--- src/rtl/core/ekdq_pkg.sv ---
package ekdq_pkg;

   localparam int QueueDepth = 16;
   localparam int KeyWidth   = 9;

   typedef logic [KeyWidth-1:0] key_type;
   typedef logic [7:0]          char_type;

   localparam char_type CharEsc      = 8'h1B;
   localparam char_type CharLBracket = 8'h5B;
   localparam char_type CharTilde    = 8'h7E;
   localparam char_type CharA        = 8'h41;
   localparam char_type CharB        = 8'h42;
   localparam char_type CharC        = 8'h43;
   localparam char_type CharD        = 8'h44;
   localparam char_type CharH        = 8'h48;
   localparam char_type CharF        = 8'h46;
   localparam char_type CharZero     = 8'h30;
   localparam char_type CharThree    = 8'h33;
   localparam char_type CharFive     = 8'h35;
   localparam char_type CharSix      = 8'h36;
   localparam char_type CharNine     = 8'h39;

   localparam key_type KeyUnknown = 9'd256;
   localparam key_type KeyEsc     = 9'd257;
   localparam key_type KeyUp      = 9'd258;
   localparam key_type KeyDown    = 9'd259;
   localparam key_type KeyRight   = 9'd260;
   localparam key_type KeyLeft    = 9'd261;
   localparam key_type KeyHome    = 9'd262;
   localparam key_type KeyEnd     = 9'd263;
   localparam key_type KeyDelete  = 9'd264;
   localparam key_type KeyPgUp    = 9'd265;
   localparam key_type KeyPgDn    = 9'd266;

   // event produced by the parser
   typedef struct packed {
      logic    valid;
      key_type code;
   } push_type;

   // broadcast to every queue cell
   typedef struct packed {
      logic    pop;
      logic    push;
      key_type code;
   } cell_ctrl_type;

   // contents of one queue cell
   typedef struct packed {
      logic    valid;
      key_type code;
   } cell_state_type;

   function automatic key_type letter_key(input char_type b);
      key_type k;
      case (b)
         CharA:   k = KeyUp;
         CharB:   k = KeyDown;
         CharC:   k = KeyRight;
         CharD:   k = KeyLeft;
         CharH:   k = KeyHome;
         CharF:   k = KeyEnd;
         default: k = KeyUnknown;
      endcase
      return k;
   endfunction

   function automatic key_type tilde_key(input char_type digit);
      key_type k;
      case (digit)
         CharThree: k = KeyDelete;
         CharFive:  k = KeyPgUp;
         CharSix:   k = KeyPgDn;
         default:   k = KeyUnknown;
      endcase
      return k;
   endfunction

endpackage

--- src/rtl/core/ekdq_parser.sv ---
module ekdq_parser (
   input  logic               clock,
   input  logic               reset,
   input  logic               byte_beat,
   input  ekdq_pkg::char_type in_byte,
   output ekdq_pkg::push_type push
);

   localparam logic [1:0] PhIdle   = 2'd0;
   localparam logic [1:0] PhFirst  = 2'd1;
   localparam logic [1:0] PhSecond = 2'd2;
   localparam logic [1:0] PhThird  = 2'd3;

   logic [1:0]         phase_ff, phase_in;
   logic               bracket_ff, bracket_in;
   ekdq_pkg::char_type digit_ff, digit_in;

   always_comb begin
      phase_in   = phase_ff;
      bracket_in = bracket_ff;
      digit_in   = digit_ff;
      push.valid = 1'b0;
      push.code  = {1'b0, in_byte};
      if (byte_beat) begin
         case (phase_ff)
            PhIdle: begin
               if (in_byte == ekdq_pkg::CharEsc) begin
                  phase_in = PhFirst;
               end else begin
                  push.valid = 1'b1;
               end
            end
            PhFirst: begin
               bracket_in = (in_byte == ekdq_pkg::CharLBracket);
               phase_in   = PhSecond;
            end
            PhSecond: begin
               if (!bracket_ff) begin
                  push.valid = 1'b1;
                  push.code  = ekdq_pkg::KeyEsc;
                  phase_in   = PhIdle;
               end else if (in_byte inside {[ekdq_pkg::CharZero:ekdq_pkg::CharNine]}) begin
                  digit_in = in_byte;
                  phase_in = PhThird;
               end else begin
                  push.valid = 1'b1;
                  push.code  = ekdq_pkg::letter_key(in_byte);
                  phase_in   = PhIdle;
               end
            end
            default: begin
               push.valid = 1'b1;
               push.code  = (in_byte == ekdq_pkg::CharTilde) ?
                            ekdq_pkg::tilde_key(digit_ff) : ekdq_pkg::KeyUnknown;
               phase_in   = PhIdle;
            end
         endcase
      end
   end

   always_ff @(posedge clock) begin
      if (reset) begin
         phase_ff   <= PhIdle;
         bracket_ff <= 1'b0;
         digit_ff   <= '0;
      end else begin
         phase_ff   <= phase_in;
         bracket_ff <= bracket_in;
         digit_ff   <= digit_in;
      end
   end

endmodule

--- src/rtl/core/ekdq_cell.sv ---
module ekdq_cell (
   input  logic                     clock,
   input  logic                     reset,
   input  ekdq_pkg::cell_ctrl_type  ctrl,
   input  logic                     prev_valid,
   input  ekdq_pkg::cell_state_type next_cell,
   output ekdq_pkg::cell_state_type contents
);

   logic              valid_ff, valid_in;
   ekdq_pkg::key_type code_ff, code_in;

   // pop shifts toward the head; push fills the first empty cell
   always_comb begin
      valid_in = valid_ff;
      code_in  = code_ff;
      if (ctrl.pop) begin
         valid_in = next_cell.valid;
         code_in  = next_cell.code;
      end else if (ctrl.push && !valid_ff && prev_valid) begin
         valid_in = 1'b1;
         code_in  = ctrl.code;
      end
   end

   always_ff @(posedge clock) begin
      if (reset) begin
         valid_ff <= 1'b0;
      end else begin
         valid_ff <= valid_in;
      end
   end

   always_ff @(posedge clock) begin
      code_ff <= code_in;
   end

   assign contents.valid = valid_ff;
   assign contents.code  = code_ff;

endmodule

--- src/rtl/core/escape_key_decoder_queue_top.sv ---
// Byte beats: decoded combinationally when accepted; any event is registered into the first empty cell.
// Pop beats: result valid in the cycle after acceptance, from the head cell.
// Throughput: one beat per cycle; a pop stalls only while a result waits.
// Queue is a row of QUEUE_DEPTH cells that shift toward the head on a pop.
// Reset (synchronous, active high) empties the queue and idles the parser.
module escape_key_decoder_queue_top #(
   parameter int QUEUE_DEPTH = ekdq_pkg::QueueDepth
) (
   input  logic       clock,
   input  logic       reset,
   input  logic       req_valid,
   output logic       req_ready,
   input  logic       req_opcode,
   input  logic [7:0] req_in_byte,
   output logic       rsp_valid,
   input  logic       rsp_ready,
   output logic [8:0] rsp_keycode,
   output logic       rsp_queue_was_empty
);

   logic                     accept, byte_beat, pop_beat;
   ekdq_pkg::push_type       push;
   ekdq_pkg::cell_ctrl_type  ctrl;
   ekdq_pkg::cell_state_type cells [QUEUE_DEPTH];

   logic              rsp_valid_ff, rsp_valid_in;
   ekdq_pkg::key_type rsp_keycode_ff, rsp_keycode_in;
   logic              rsp_empty_ff, rsp_empty_in;

   assign req_ready = !req_opcode || !rsp_valid_ff || rsp_ready;
   assign accept    = req_valid && req_ready;
   assign byte_beat = accept && !req_opcode;
   assign pop_beat  = accept && req_opcode;

   ekdq_parser u_parser (
      .clock     (clock),
      .reset     (reset),
      .byte_beat (byte_beat),
      .in_byte   (req_in_byte),
      .push      (push)
   );

   assign ctrl.pop  = pop_beat;
   assign ctrl.push = push.valid;
   assign ctrl.code = push.code;

   for (genvar i = 0; i < QUEUE_DEPTH; i++) begin : g_cell
      logic                     prev_valid;
      ekdq_pkg::cell_state_type next_cell;

      if (i == 0) begin : g_head
         assign prev_valid = 1'b1;
      end else begin : g_body
         assign prev_valid = cells[i-1].valid;
      end

      if (i == QUEUE_DEPTH - 1) begin : g_tail
         assign next_cell = '0;
      end else begin : g_inner
         assign next_cell = cells[i+1];
      end

      ekdq_cell u_cell (
         .clock      (clock),
         .reset      (reset),
         .ctrl       (ctrl),
         .prev_valid (prev_valid),
         .next_cell  (next_cell),
         .contents   (cells[i])
      );
   end

   always_comb begin
      rsp_valid_in   = rsp_valid_ff && !rsp_ready;
      rsp_keycode_in = rsp_keycode_ff;
      rsp_empty_in   = rsp_empty_ff;
      if (pop_beat) begin
         rsp_valid_in   = 1'b1;
         rsp_keycode_in = cells[0].valid ? cells[0].code : ekdq_pkg::KeyUnknown;
         rsp_empty_in   = !cells[0].valid;
      end
   end

   always_ff @(posedge clock) begin
      if (reset) begin
         rsp_valid_ff <= 1'b0;
      end else begin
         rsp_valid_ff <= rsp_valid_in;
      end
   end

   always_ff @(posedge clock) begin
      rsp_keycode_ff <= rsp_keycode_in;
      rsp_empty_ff   <= rsp_empty_in;
   end

   assign rsp_valid           = rsp_valid_ff;
   assign rsp_keycode         = rsp_keycode_ff;
   assign rsp_queue_was_empty = rsp_empty_ff;

endmodule

--- config.mk ---
export PLATFORM = sky130hd
export DESIGN_NAME = escape_key_decoder_queue_top
export DESIGN_NICKNAME = d
export VERILOG_FILES = /design/src/rtl/core/ekdq_pkg.sv /design/src/rtl/core/ekdq_parser.sv /design/src/rtl/core/ekdq_cell.sv /design/src/rtl/core/escape_key_decoder_queue_top.sv
export SDC_FILE = /design/constraint.sdc
export NUM_CORES = 1
export LEC_CHECK = 0
export ABC_AREA = 1
export BUFFER_PORTS_ARGS = -buffer_cell sky130_fd_sc_hd__buf_2
export CORE_ASPECT_RATIO = 1.4
export CORE_MARGIN = 5
export CORE_UTILIZATION = 62
export CTS_CLUSTER_DIAMETER = 50
export CTS_CLUSTER_SIZE = 24
export DETAILED_ROUTE_END_ITERATION = 8
export GPL_ROUTABILITY_DRIVEN = 0
export GPL_TIMING_DRIVEN = 0
export PLACE_DENSITY = 0.8
export SETUP_SLACK_MARGIN = 0.2
export SYNTH_ARGS = -nofsm -noshare
export SYNTH_HDL_FRONTEND = slang
export SYNTH_SLANG_ARGS = --single-unit
--- constraint.sdc ---
create_clock -name clock -period 2.5 [get_ports clock]
set_input_delay 0.375 -clock clock [delete_from_list [all_inputs] [get_ports clock]]
set_output_delay 0.375 -clock clock [all_outputs]
set_load 0.005 [all_outputs]
==> Word-level counts from Yosys, hierarchy flattened <==
Cells that the tools add are included.
{ "classes": {"addsub": 0, "multipliers": 0, "n_div": 0, "n_lt_le_gt_ge": 2, "n_eq_ne": 15, "shift": 0, "n_mux": 74, "bitwise": 0, "reduce_logical": 78} }
{ "ops": {"columns": ["op", "count"], "rows": [
  ["9-bit two-way mux", 30],
  ["8-bit by 7-bit equality test with 1-bit output, second input constant", 8],
  ["1-bit logical AND", 36],
  ["1-bit two-way mux", 32],
  ["10-bit two-way mux", 3],
  ["2-bit nonzero test", 15],
  ["8-bit by 6-bit equality test with 1-bit output, second input constant", 3],
  ["1-bit zero test", 19],
  ["3-bit one-hot mux with 6 select lines", 1],
  ["9-bit one-hot mux with 2 select lines", 1],
  ["4-bit one-hot mux with 3 select lines", 1],
  ["8-bit by 5-bit equality test with 1-bit output, second input constant", 1],
  ["8-bit by 6-bit greater-or-equal comparator with 1-bit output, second input constant", 1],
  ["8-bit by 6-bit less-or-equal comparator with 1-bit output, second input constant", 1],
  ["2-bit two-way mux", 3],
  ["2-bit one-hot mux with 3 select lines", 1],
  ["4-bit two-way mux", 1],
  ["2-bit AND reduction", 2],
  ["4-bit AND reduction", 1],
  ["2-bit OR reduction", 2],
  ["1-bit one-hot mux with 3 select lines", 1],
  ["2-bit by 1-bit equality test with 1-bit output, second input constant", 1],
  ["2-bit equality test, second input constant", 1],
  ["2-bit zero test", 1],
  ["other kinds (2)", 3]
]} }
{ "word_totals": {"regBits": 182, "latch_bits": 0, "ram_bits": 0, "rom_bits": 0, "inputBits": 13, "output_inout_bits": 12, "wordCells": 207, "mem_count": 0} }

==> Depth between registers and ports, before layout <==
Gate-level depths: netlist of run 1.
{ "depth": {"depth_word": 10, "ltp_mapped": 12, "mapped_depth_nobuf": 11} }

==> By module <==
A second synthesis of run 1 with hierarchy kept.
{ "unflattened": {"cells_unflattened": 980, "area_unflattened_um2": 8867.3} }
{ "modules_own_cells": {"columns": ["module", "n_inst", "cells_each", "area_each_um2", "seq_area_each_um2"], "rows": [
  ["ekdq_cell", 16, 49, 467.9, 290.3],
  ["ekdq_parser", 1, 151, 917.1, 220.2],
  ["escape_key_decoder_queue_top", 1, 45, 462.9, 320.3]
]} }

==> Worst setup path before layout of run 1 <==
Ideal clock, no wire load.
{ "synth_timing": {"path_type": "input port to flip-flop", "from": "input req_valid", "to": "register g_cell[0].u_cell.code_ff[0] (enable)", "setup_time_ns": 0.387, "arrival_time_ns": 1.779, "slack_ns": 0.333, "path_stages": 9, "path_buffers": 1, "cell_sequence": "inv_1 -> nor2_4 -> inv_2 -> nor2_2 -> nand2_4 -> nand2_4 -> buf_6 -> inv_2 -> o21ai_0"} }
{ "synth_via": {"elab_chain_len": 5, "word_cells_on_any_way": 6, "classes_between": "mux (1); reduce/logical (5)"} }
{ "synth_lines": {"columns": ["element", "line_no", "rtl"], "rows": [
  ["start: declaration", "escape_key_decoder_queue_top.sv:11", "input logic req_valid,"],
  ["1-bit logical AND *", "escape_key_decoder_queue_top.sv:31", "assign accept = req_valid && req_ready;"],
  ["1-bit logical AND", "escape_key_decoder_queue_top.sv:32", "assign byte_beat = accept && !req_opcode;"],
  ["10-bit two-way mux", "ekdq_parser.sv:24", "if (byte_beat) begin"],
  ["1-bit logical AND", "ekdq_cell.sv:20", "end else if (ctrl.push && !valid_ff && prev_valid) begin"],
  ["2-bit nonzero test (no line) *", null, null],
  ["end signal: assignment", "ekdq_cell.sv:35", "code_ff <= code_in;"],
  ["end: declaration", "ekdq_cell.sv:11", "ekdq_pkg::key_type code_ff, code_in;"]
]} }
Every way passes the cells marked *; elsewhere a longest branch is shown, timed or not.
A chain may end at the register's enable or synchronous reset.

==> Final worst setup path of run 1 <==
{ "layout_timing": {"from": "register rsp_valid_ff (netlist: rsp_valid)", "to": "register g_cell[4].u_cell.code_ff[7] (enable)"} }
{ "layout_via": {"elab_chain_len": 9, "word_cells_on_any_way": 10, "classes_between": "mux (1); reduce/logical (9)"} }
{ "layout_lines": {"columns": ["element", "line_no", "rtl"], "rows": [
  ["start: declaration", "escape_key_decoder_queue_top.sv:26", "logic rsp_valid_ff, rsp_valid_in;"],
  ["start signal: assignment", "escape_key_decoder_queue_top.sv:88", "rsp_valid_ff <= rsp_valid_in;"],
  ["1-bit zero test *", "escape_key_decoder_queue_top.sv:30", "assign req_ready = !req_opcode || !rsp_valid_ff || rsp_ready;"],
  ["1-bit logical OR * (2 in a row)", "escape_key_decoder_queue_top.sv:30", null],
  ["1-bit logical AND *", "escape_key_decoder_queue_top.sv:31", null],
  ["1-bit logical AND", "escape_key_decoder_queue_top.sv:32", null],
  ["10-bit two-way mux", "ekdq_parser.sv:24", null],
  ["1-bit logical AND (2 in a row)", "ekdq_cell.sv:20", null],
  ["2-bit nonzero test (no line) *", null, null],
  ["end signal: assignment", "ekdq_cell.sv:35", null],
  ["end: declaration", "ekdq_cell.sv:11", null]
]} }
Marked as above.

==> metrics.cfg, run 1 <==
[power]
peakVddDrop_mv = 0.637
p_sw_share_pct = 25.3
p_clk_share_pct = 38.0
p_sw_mw = 1.68
leakagePower_nw = 3.76
comb_power_share_pct = 8.3
pwr_density_cell_mw_per_mm2 = 772
power_frac_seq_pct = 53.7
internal-power_mw = 4.97

[floorplanning]
num_io_pins = 25
core-area_mm2 = 0.0123
die_w_um = 104
rows = 48
initial_core_util_pct = 62.9
dieArea_mm2 = 0.0148
die_h_um = 142

[timing]
hold_violations = 0
min_period_ns = 2.24
max_freq_ghz = 0.446
drv_slew = 0
relSlewSlack_pct = 15.4
setup_violations = 0
period_share_pct = 89.6
clock_skew_ns = 0.00818
timing.setup.tns_ns = 0
setup_slack_ns = 0.260
tightestPinTransition_ns = 1.27
hold-worst-slack_ns = 0.168
rsz0062_at_grt = true

[cts]
cts_buffers = 17
cts-htree-levels = 4
postCtsSetupBuffers = 0
clkLatencyLatePin_ns = 0.43
clockBufferDepth = 2
cts_tree = yes
clk_pin_slew_ns = 0.07
clkSinkCount = 182
cts_root_buffer = clkbuf_16

[route]
route.detailed.drc = 0
dr.pass1.iters = 5
via_per_inst = 5.54
post_drt_wl_per_cell_um = 16.9
vias = 5515
first_iter_violations = 486
wirelength_mm = 16.9
postRouteAntennaNets = 0

[place]
hpwlAfterDp_mm = 11.7
pre_cts_ws_ns = -0.0658
io_buffers = 23
dpl.cell_count = 964

[global_route]
track_usage_pct = 23.4
grt_max_degree = 20
grt_pass1_vias = 5356
grt_pass1_wl_mm = 26.8
antenna_found_initial = 0
overflow = 0

[setup_path]
criticalPathCategory = reg2reg
end_kind = flop
start_kind = flop
reg2reg_to = g_cell[4].u_cell.code_ff[7]
cp_data_required_time_ns = 2.55
r2r_start = rsp_valid
startpoint = rsp_valid
r2r_slack_ns = 0.26
r2r_cells = 6
crit_end = g_cell[4].u_cell.code_ff[7]
cp.arrival_ns = 2.29
crit_fanout = 10

[final_layout]
final-instance-count-excl-fill = 996
drive_above_1_share_pct = 13.2
final_common_cell = nand2_1
fin_nets = 846
fin_util_pct = 69.9
n_antenna_cell = 0
mostFrequentLayoutCells = nand2_1, edfxtp_1, inv_1
area_delta_synth_final_pct = 11.2

[synth]
synth.ff_latch_count = 182
synth_area_per_cell_um2 = 9.80
synth_seq_area_share_pct = 65.8
yosysWarnings = 0
synth_xor_xnor_area_share_pct = 0
syn_nets = 803
synth_top_family_by_area = simple AND/OR/NAND/NOR gates
synth_ff_type = edfxtp_1
synth-adder-area-share_pct = 0
synth_cell_types = 31
synth_edf_count = 145
synthSimpleGateAreaFrac_pct = 24.7
async_flop_share_pct = 0
yosys-mux-area-fraction_pct = 0
syn_area_mm2 = 0.00774
synth_compound_area_share_pct = 2.91
syn_inst = 790

[job]
drv_cap = 0

[run_status]
status = complete, no violations

[worst_hold_path]
hp-class = in2reg

[logic make-up after synthesis]
group,after synthesis
DFF,182
AOI/OAI and AO/OA,41
buffers and inverters,116
and+or+nand+nor,451
[synth_stat cells, types with 2 or more instances]
cell type / count / area (um^2)
o21ai_0: 20 / 100
nand2_2: 15 / 93.8
nand4_1: 5 / 31.3
o21ai_1: 2 / 10.0
dfxtp_1: 37 / 741
a21oi_1: 15 / 75.1
buf_2: 8 / 40.0
buf_4: 4 / 30.0
nand2_4: 3 / 33.8
clkbuf_1: 18 / 67.6
buf_6: 5 / 56.3
nor2_2: 5 / 31.3
inv_2: 5 / 18.8
nor3b_1: 2 / 15.0
nor2_1: 29 / 109
nand3_1: 51 / 255
nand3_2: 5 / 50.1
buf_1: 2 / 7.51
inv_1: 73 / 274
nor3_1: 3 / 15.0
nand2_1: 329 / 1230
edfxtp_1: 145 / 4350
[flip-flops by register name, indices dropped and copies added, names as in the netlist]
signal,flops
rsp_queue_was_empty,1
u_parser.bracket_ff,1
rsp_valid,1
g_cell.u_cell.code_ff,144
g_cell.u_cell.valid_ff,16
u_parser.phase_ff,2
rsp_keycode,9
u_parser.digit_ff,8
[worst max-delay path: stages, from the launching register on]
cell	delay, ns
dfxtp_1	0.33
nand2_1	0.07
nand3_1	0.12
buf_4	0.24
buf_2	0.24
buf_1	0.38
nand2_1	0.46
[layout make-up]
cell class	instances	area, um^2
fillers	859	3710
repair buffers	24	120
well taps	150	188
inverters	78	293
plain buffers	38	218
clock buffers	17	425
multi-input cells	492	2140
flip-flops and latches	182	5090
clock inverters	15	131
[how the worst min path moves through the flow]
| stage | startpoint | endpoint | slack, ns | cells after the start |
|---|---|---|---|---|
| finish | reset | u_parser.digit_ff[5] | 0.17 | 2 |
| global route | reset | u_parser.digit_ff[4] | 0.19 | 2 |
| CTS | reset | u_parser.digit_ff[5] | 0.16 | 2 |
| detailed placement | u_parser.digit_ff[5] | u_parser.digit_ff[5] | 0.46 | 2 |
| global placement | u_parser.digit_ff[5] | u_parser.digit_ff[5] | 0.45 | 2 |
| floorplan | u_parser.digit_ff[5] | u_parser.digit_ff[5] | 0.44 | 2 |
[metal layers]
layer  up-vias  GRT usage, %  part of all wire [%]
li1       2639             -                     -
met1      2564          26.7                    37
met2       255          41.6                    52
met3        57          4.63                   7.2
met4         0          11.9                   4.1
met5         -             0                     0
[power by group through the flow]
stage / registers, mW / logic [mW] / clock network, mW
floorplan: 3.62 / 0.364 / 0
global placement: 3.62 / 0.506 / 0
global route: 3.58 / 0.609 / 2.68
detailed placement: 3.63 / 0.536 / 0
CTS: 3.57 / 0.545 / 2.54
finish: 3.57 / 0.549 / 2.53
[stage by stage]
| stage | power, mW | cell area (um^2) |
|---|---|---|
| final | 6.65 | 8610 |
| after global routing | 6.87 | 8610 |
| after CTS | 6.65 | 8600 |
| after detailed placement | 4.17 | 8050 |
| after global placement | 4.13 | 8040 |
| after floorplan | 3.98 | 7740 |
[repair_timing]
| action | in CTS | in global routing |
|---|---|---|
| hold buffers | 0 | 0 |
| pin swaps | 0 | 0 |
| setup endpoints to repair | 6 | 115 |
| resized for setup | 1 | 2 |
Note: power is estimated with default switching activity, not from simulation.
==> run 2: changes to the inputs <==
PLACE_DENSITY = 0.78   (was 0.8)
==> metrics.cfg, run 2 (synthesis gave the netlist of run 1 again) <==
[floorplanning]
initial_core_util_pct = 62.9  ; unchanged
dieArea_mm2 = 0.0148  ; unchanged
num_io_pins = 25  ; unchanged
core-area_mm2 = 0.0123  ; unchanged
rows = 48  ; unchanged
die_w_um = 104  ; unchanged
die_h_um = 142  ; unchanged

[route]
postRouteAntennaNets = 0  ; unchanged
via_per_inst = 5.58  ; +0.83%
dr.pass1.iters = 6  ; +1
route.detailed.drc = 0  ; unchanged
wirelength_mm = 17.6  ; +4.2%
vias = 5561  ; +0.83%
post_drt_wl_per_cell_um = 17.7  ; +4.2%
first_iter_violations = 446  ; -8.2%

[cts]
cts_tree = yes
cts_root_buffer = clkbuf_16
clkSinkCount = 182  ; unchanged
cts-htree-levels = 4  ; unchanged
clockBufferDepth = 2  ; unchanged
clk_pin_slew_ns = 0.06  ; about the same
cts_buffers = 17  ; unchanged
ctsHoldBuffers = 0  ; unchanged
clkLatencyLatePin_ns = 0.42  ; about the same

[place]
hpwlAfterDp_mm = 12.0  ; +2.5%
io_buffers = 23  ; unchanged
pre_cts_ws_ns = -0.0399  ; +0.0259 ns

[power]
peakVddDrop_mv = 0.495  ; -22%
finalPower_mw = 6.89  ; +3.7%
leakagePower_nw = 3.79  ; +0.84%
pwr_density_cell_mw_per_mm2 = 794  ; +2.9%

[timing]
setup_slack_ns = 0.140  ; -0.120 ns
setup_violations = 0  ; unchanged
period_share_pct = 94.4  ; +4.8 points
min_period_ns = 2.36  ; +0.120 ns
hold_violations = 0  ; unchanged
drv_slew = 0  ; unchanged
clock_skew_ns = 0.00555  ; -0.00263 ns
relSlewSlack_pct = 16.5  ; +1.1 points
rsz0062_at_grt = true
max_freq_ghz = 0.424  ; -5.1%
tightestPinTransition_ns = 1.25  ; -0.0164 ns

[global_route]
grt_pass1_wl_mm = 27.7  ; +3.3%
antenna_found_initial = 0  ; unchanged
track_usage_pct = 24.2  ; +0.83 points
grt_max_degree = 20  ; unchanged
grt_pass1_vias = 5496  ; +2.6%
overflow = 0  ; unchanged

[worst_hold_path]
hp-class = in2reg

[setup_path]
cp.arrival_ns = 2.37  ; +0.08 ns
cp_data_required_time_ns = 2.51  ; -0.04 ns
crit_fanout = 10  ; unchanged
start_kind = flop
end_kind = flop
criticalPathCategory = reg2reg

[job]
drv_cap = 0  ; unchanged

[final_layout]
n_fill_cell = 875  ; +1.9%
mostFrequentLayoutCells = nand2_1, edfxtp_1, inv_1
largest_reg_flops = 144  ; unchanged
regMostFlops = g_cell.u_cell.code_ff
area_delta_synth_final_pct = 12.1
drive_above_1_share_pct = 13.5  ; +0.24 points
final_common_cell = nand2_1
n_antenna_cell = 0  ; unchanged
fin_nets = 846  ; unchanged

[run_status]
status = complete, no violations

## run 2: cell types whose count changed in the layout (fill, tap and decap cells not counted), moves of 2 or more
cell | before | now
clkinv_2 | 0 | 2
nand2_1 | 329 | 326
inv_6 | 7 | 2
clkinvlp_4 | 4 | 2
bufinv_16 | 0 | 3
nand2_2 | 15 | 18
inv_8 | 2 | 0
clkinv_4 | 2 | 5
## run 2: cell type report
class / count / area, um^2 / share of cell area, %
plain buffers: 38 / 216 / 2.50
clock buffers: 18 / 439 / 5.06
clock inverters: 14 / 176 / 2.03
inverters: 78 / 293 / 3.38
multi-input cells: 492 / 2140 / 24.7
flip-flops and latches: 182 / 5090 / 58.7
well taps: 150 / 188 / 2.16
repair buffers: 24 / 123 / 1.41
## run 2: per-stage QoR
stage | setup TNS, ns | hold slack (ns) | utilization [%] | instance area (um^2) | std cells
detailed placement | -0.342 | 0.455 | 65.4 | 8050 | 964
global route | 0 | 0.198 | 70.4 | 8670 | 996
finish | 0 | 0.185 | 70.4 | 8670 | 996
CTS | 0 | 0.174 | 70.4 | 8670 | 996
floorplan | 0 | 0.441 | - | 7740 | 790
global placement | -3.72 | 0.451 | 65.3 | 8040 | 963
## run 2: worst paths after layout
kind / depth (start not counted) / startpoint / slack (ns) / to
hold reg to reg: 2 / g_cell[15].u_cell.code_ff[6] / 0.46 / g_cell[15].u_cell.code_ff[6]
hold / removal: 2 / reset / 0.18 / u_parser.digit_ff[5]
setup / recovery: 6 / rsp_valid / 0.14 / g_cell[7].u_cell.code_ff[6]
setup reg to reg: 6 / rsp_valid / 0.14 / g_cell[7].u_cell.code_ff[6]
## run 2: metal layers
metal  GRT usage, %  wire length [um]  vias to the layer above
li1               -                 -                     2629
met3           5.67              1080                       50
met4           10.8               628                        0
met1           27.0              6580                     2640
met5              0                 0                        -
met2           43.8              9310                      242
## run 2: power breakdown
group	switching (mW)	total, mW	internal, mW
combinational	0.417	0.564	0.147
sequential	0.0567	3.57	3.51
clock	1.15	2.76	1.61
## run 2: critical path: stages, from the launching register on
cell     delay, ns
dfxtp_1       0.32
nand2_1       0.06
nand3_1       0.12
buf_4         0.24
buf_2         0.26
buf_1         0.40
nand2_1       0.53
## run 2: repair_timing
| item | in CTS | in global routing |
|---|---|---|
| setup endpoints to repair | 16 | 92 |
| setup buffers | 0 | 0 |
| gates resized for setup | 2 | 1 |
==> run 3: changes to the inputs <==
GPL_TIMING_DRIVEN = not set   (was 0)
==> metrics.cfg, run 3 (synthesis gave the netlist of run 1 again) <==
[run_status]
status = complete, no violations

[setup_path]
crit_fanout = 23  ; +13
cp.arrival_ns = 2.10  ; -0.27 ns
crit_slowest_cell = dfxtp_1
start_kind = flop
criticalPathCategory = reg2reg
path_buf_inv = 1  ; -2
slowest_delay_ns = 0.42  ; -0.11 ns
end_kind = flop
cp_data_required_time_ns = 2.58  ; +0.07 ns
crit_chain = inv_1 > nand2_1 > nor2_1 > nand3_2 > nand2_8 > nand2_4 > nand3_1 > nand2_1
critPathMostFrequentCell = nand2_1
path_delay_family = simple AND/OR/NAND/NOR gates

[final_layout]
final_common_cell = nand2_1
regMostFlops = g_cell.u_cell.code_ff
n_fill_cell = 878  ; +0.34%
final-instance-count-excl-fill = 967  ; -2.9%
area_delta_synth_final_pct = 9.96
seqCellArea_mm2 = 0.00509  ; unchanged
n_antenna_cell = 0  ; unchanged
mostFrequentLayoutCells = nand2_1, edfxtp_1, inv_1
drive_above_1_share_pct = 12.1  ; -1.4 points
largest_reg_flops = 144  ; unchanged
multi_input_area_mm2 = 0.00215  ; +0.29%
fin_util_pct = 69.1  ; -1.3 points
fin_nets = 817  ; -3.4%

[route]
via_per_inst = 5.54  ; -0.78%
route.detailed.drc = 0  ; unchanged
postRouteAntennaNets = 0  ; unchanged
wirelength_mm = 15.0  ; -15%
vias = 5357  ; -3.7%
first_iter_violations = 415  ; -7.0%
dr.pass1.iters = 5  ; -1
post_drt_wl_per_cell_um = 15.5  ; -12%

[cts]
clkSinkCount = 182  ; unchanged
clkLatencyLatePin_ns = 0.42  ; about the same
postCtsSetupBuffers = 0  ; unchanged
cts-htree-levels = 4  ; unchanged
clk_pin_slew_ns = 0.07  ; about the same
cts_tree = yes
cts_buffers = 17  ; unchanged
clockBufferDepth = 2  ; unchanged
cts_root_buffer = clkbuf_16

[floorplanning]
dieArea_mm2 = 0.0148  ; unchanged
initial_core_util_pct = 62.9  ; unchanged
core-area_mm2 = 0.0123  ; unchanged
rows = 48  ; unchanged
die_h_um = 142  ; unchanged
die_w_um = 104  ; unchanged
num_io_pins = 25  ; unchanged

[timing]
hold-worst-slack_ns = 0.201  ; +0.0162 ns
rsz0062_at_grt = false
setup_violations = 0  ; unchanged
hold_violations = 0  ; unchanged
clock_skew_ns = 0.00796  ; +0.00241 ns
period_share_pct = 80.9  ; -13 points
min_period_ns = 2.02  ; -0.337 ns
timing.setup.tns_ns = 0  ; unchanged
relSlewSlack_pct = 47.5  ; +31 points
drv_slew = 0  ; unchanged
tightestPinTransition_ns = 0.786  ; -0.467 ns
max_freq_ghz = 0.494  ; +17%

[global_route]
grt_pass1_vias = 5214  ; -5.1%
grt_max_degree = 66  ; +230%
track_usage_pct = 20.9  ; -3.3 points
overflow = 0  ; unchanged
grt_pass1_wl_mm = 24.6  ; -11%
antenna_found_initial = 0  ; unchanged

[job]
drv_cap = 0  ; unchanged

[power]
peakVddDrop_mv = 0.507  ; +2.4%
leakagePower_nw = 3.71  ; -2.1%
pwr_density_cell_mw_per_mm2 = 771  ; -3.0%

[worst_hold_path]
hp-class = in2reg

[place]
dpl.cell_count = 935  ; -3.0%
hpwlAfterDp_mm = 9.46  ; -21%
io_buffers = 24  ; +4.3%

==> run 3: cell count changes in the layout (fill, tap and decap cells not counted), sizes merged <==
cell	change
bufinv	-2
clkinv	+2
buf	-11
clkbuf	-18
==> run 3: path summary, 6_finish.rpt <==
check                                                  start                      endpoint  slack, ns  depth (start not counted)
worst min-delay path                                   reset          u_parser.digit_ff[5]       0.20                          2
worst max-delay path                    u_parser.phase_ff[0]   g_cell[9].u_cell.code_ff[6]       0.48                          8
worst min register to register  g_cell[15].u_cell.code_ff[8]  g_cell[15].u_cell.code_ff[8]       0.48                          2
worst max register to register          u_parser.phase_ff[0]   g_cell[9].u_cell.code_ff[6]       0.48                          8
==> run 3: repair_timing <==
action,CTS,global route
endpoints found under the hold margin,0,0
resized for setup,0,1
setup endpoints to repair,0,18
hold buffers,0,0
==> run 3: per-stage QoR <==
step	power, mW	instance area [um^2]	worst slack, ns
global placement	4.12	7940	0.348
detailed placement	4.14	7940	0.261
finish	6.56	8510	0.476
floorplan	3.98	7740	0.333
global route	6.79	8510	0.290
CTS	6.59	8500	0.425
==> run 3: layout make-up <==
type,count,area share (%)
Multi-Input combinational cell,492,25.3
Clock inverter,14,1.51
Timing Repair Buffer,33,2.65
Tap cell,150,2.21
Sequential cell,182,59.9
Clock buffer,18,5.04
Inverter,78,3.47
==> run 3: routing by layer <==
metal / vias to the layer above / wire length (um) / track usage [%] / share of wire (%)
met3: 28 / 993 / 4.77 / 6.6
li1: 2573 / - / - / -
met1: 2537 / 5990 / 24.8 / 40
met5: - / 0 / 0 / 0
met4: 0 / 360 / 8.94 / 2.4
met2: 219 / 7660 / 36.7 / 51
==> run 3: worst register-to-register path, stage by stage (launching register included) <==
cell,delay [ns]
dfxtp_1,0.42
inv_1,0.08
nand2_1,0.08
nor2_1,0.06
nand3_2,0.14
nand2_8,0.16
nand2_4,0.25
nand3_1,0.16
nand2_1,0.33
==> run 3: power by group <==
| group | internal, mW | switching, mW | total (mW) |
|---|---|---|---|
| clock | 1.38 | 1.10 | 2.48 |
| combinational | 0.138 | 0.369 | 0.507 |
| sequential | 3.51 | 0.0647 | 3.58 |
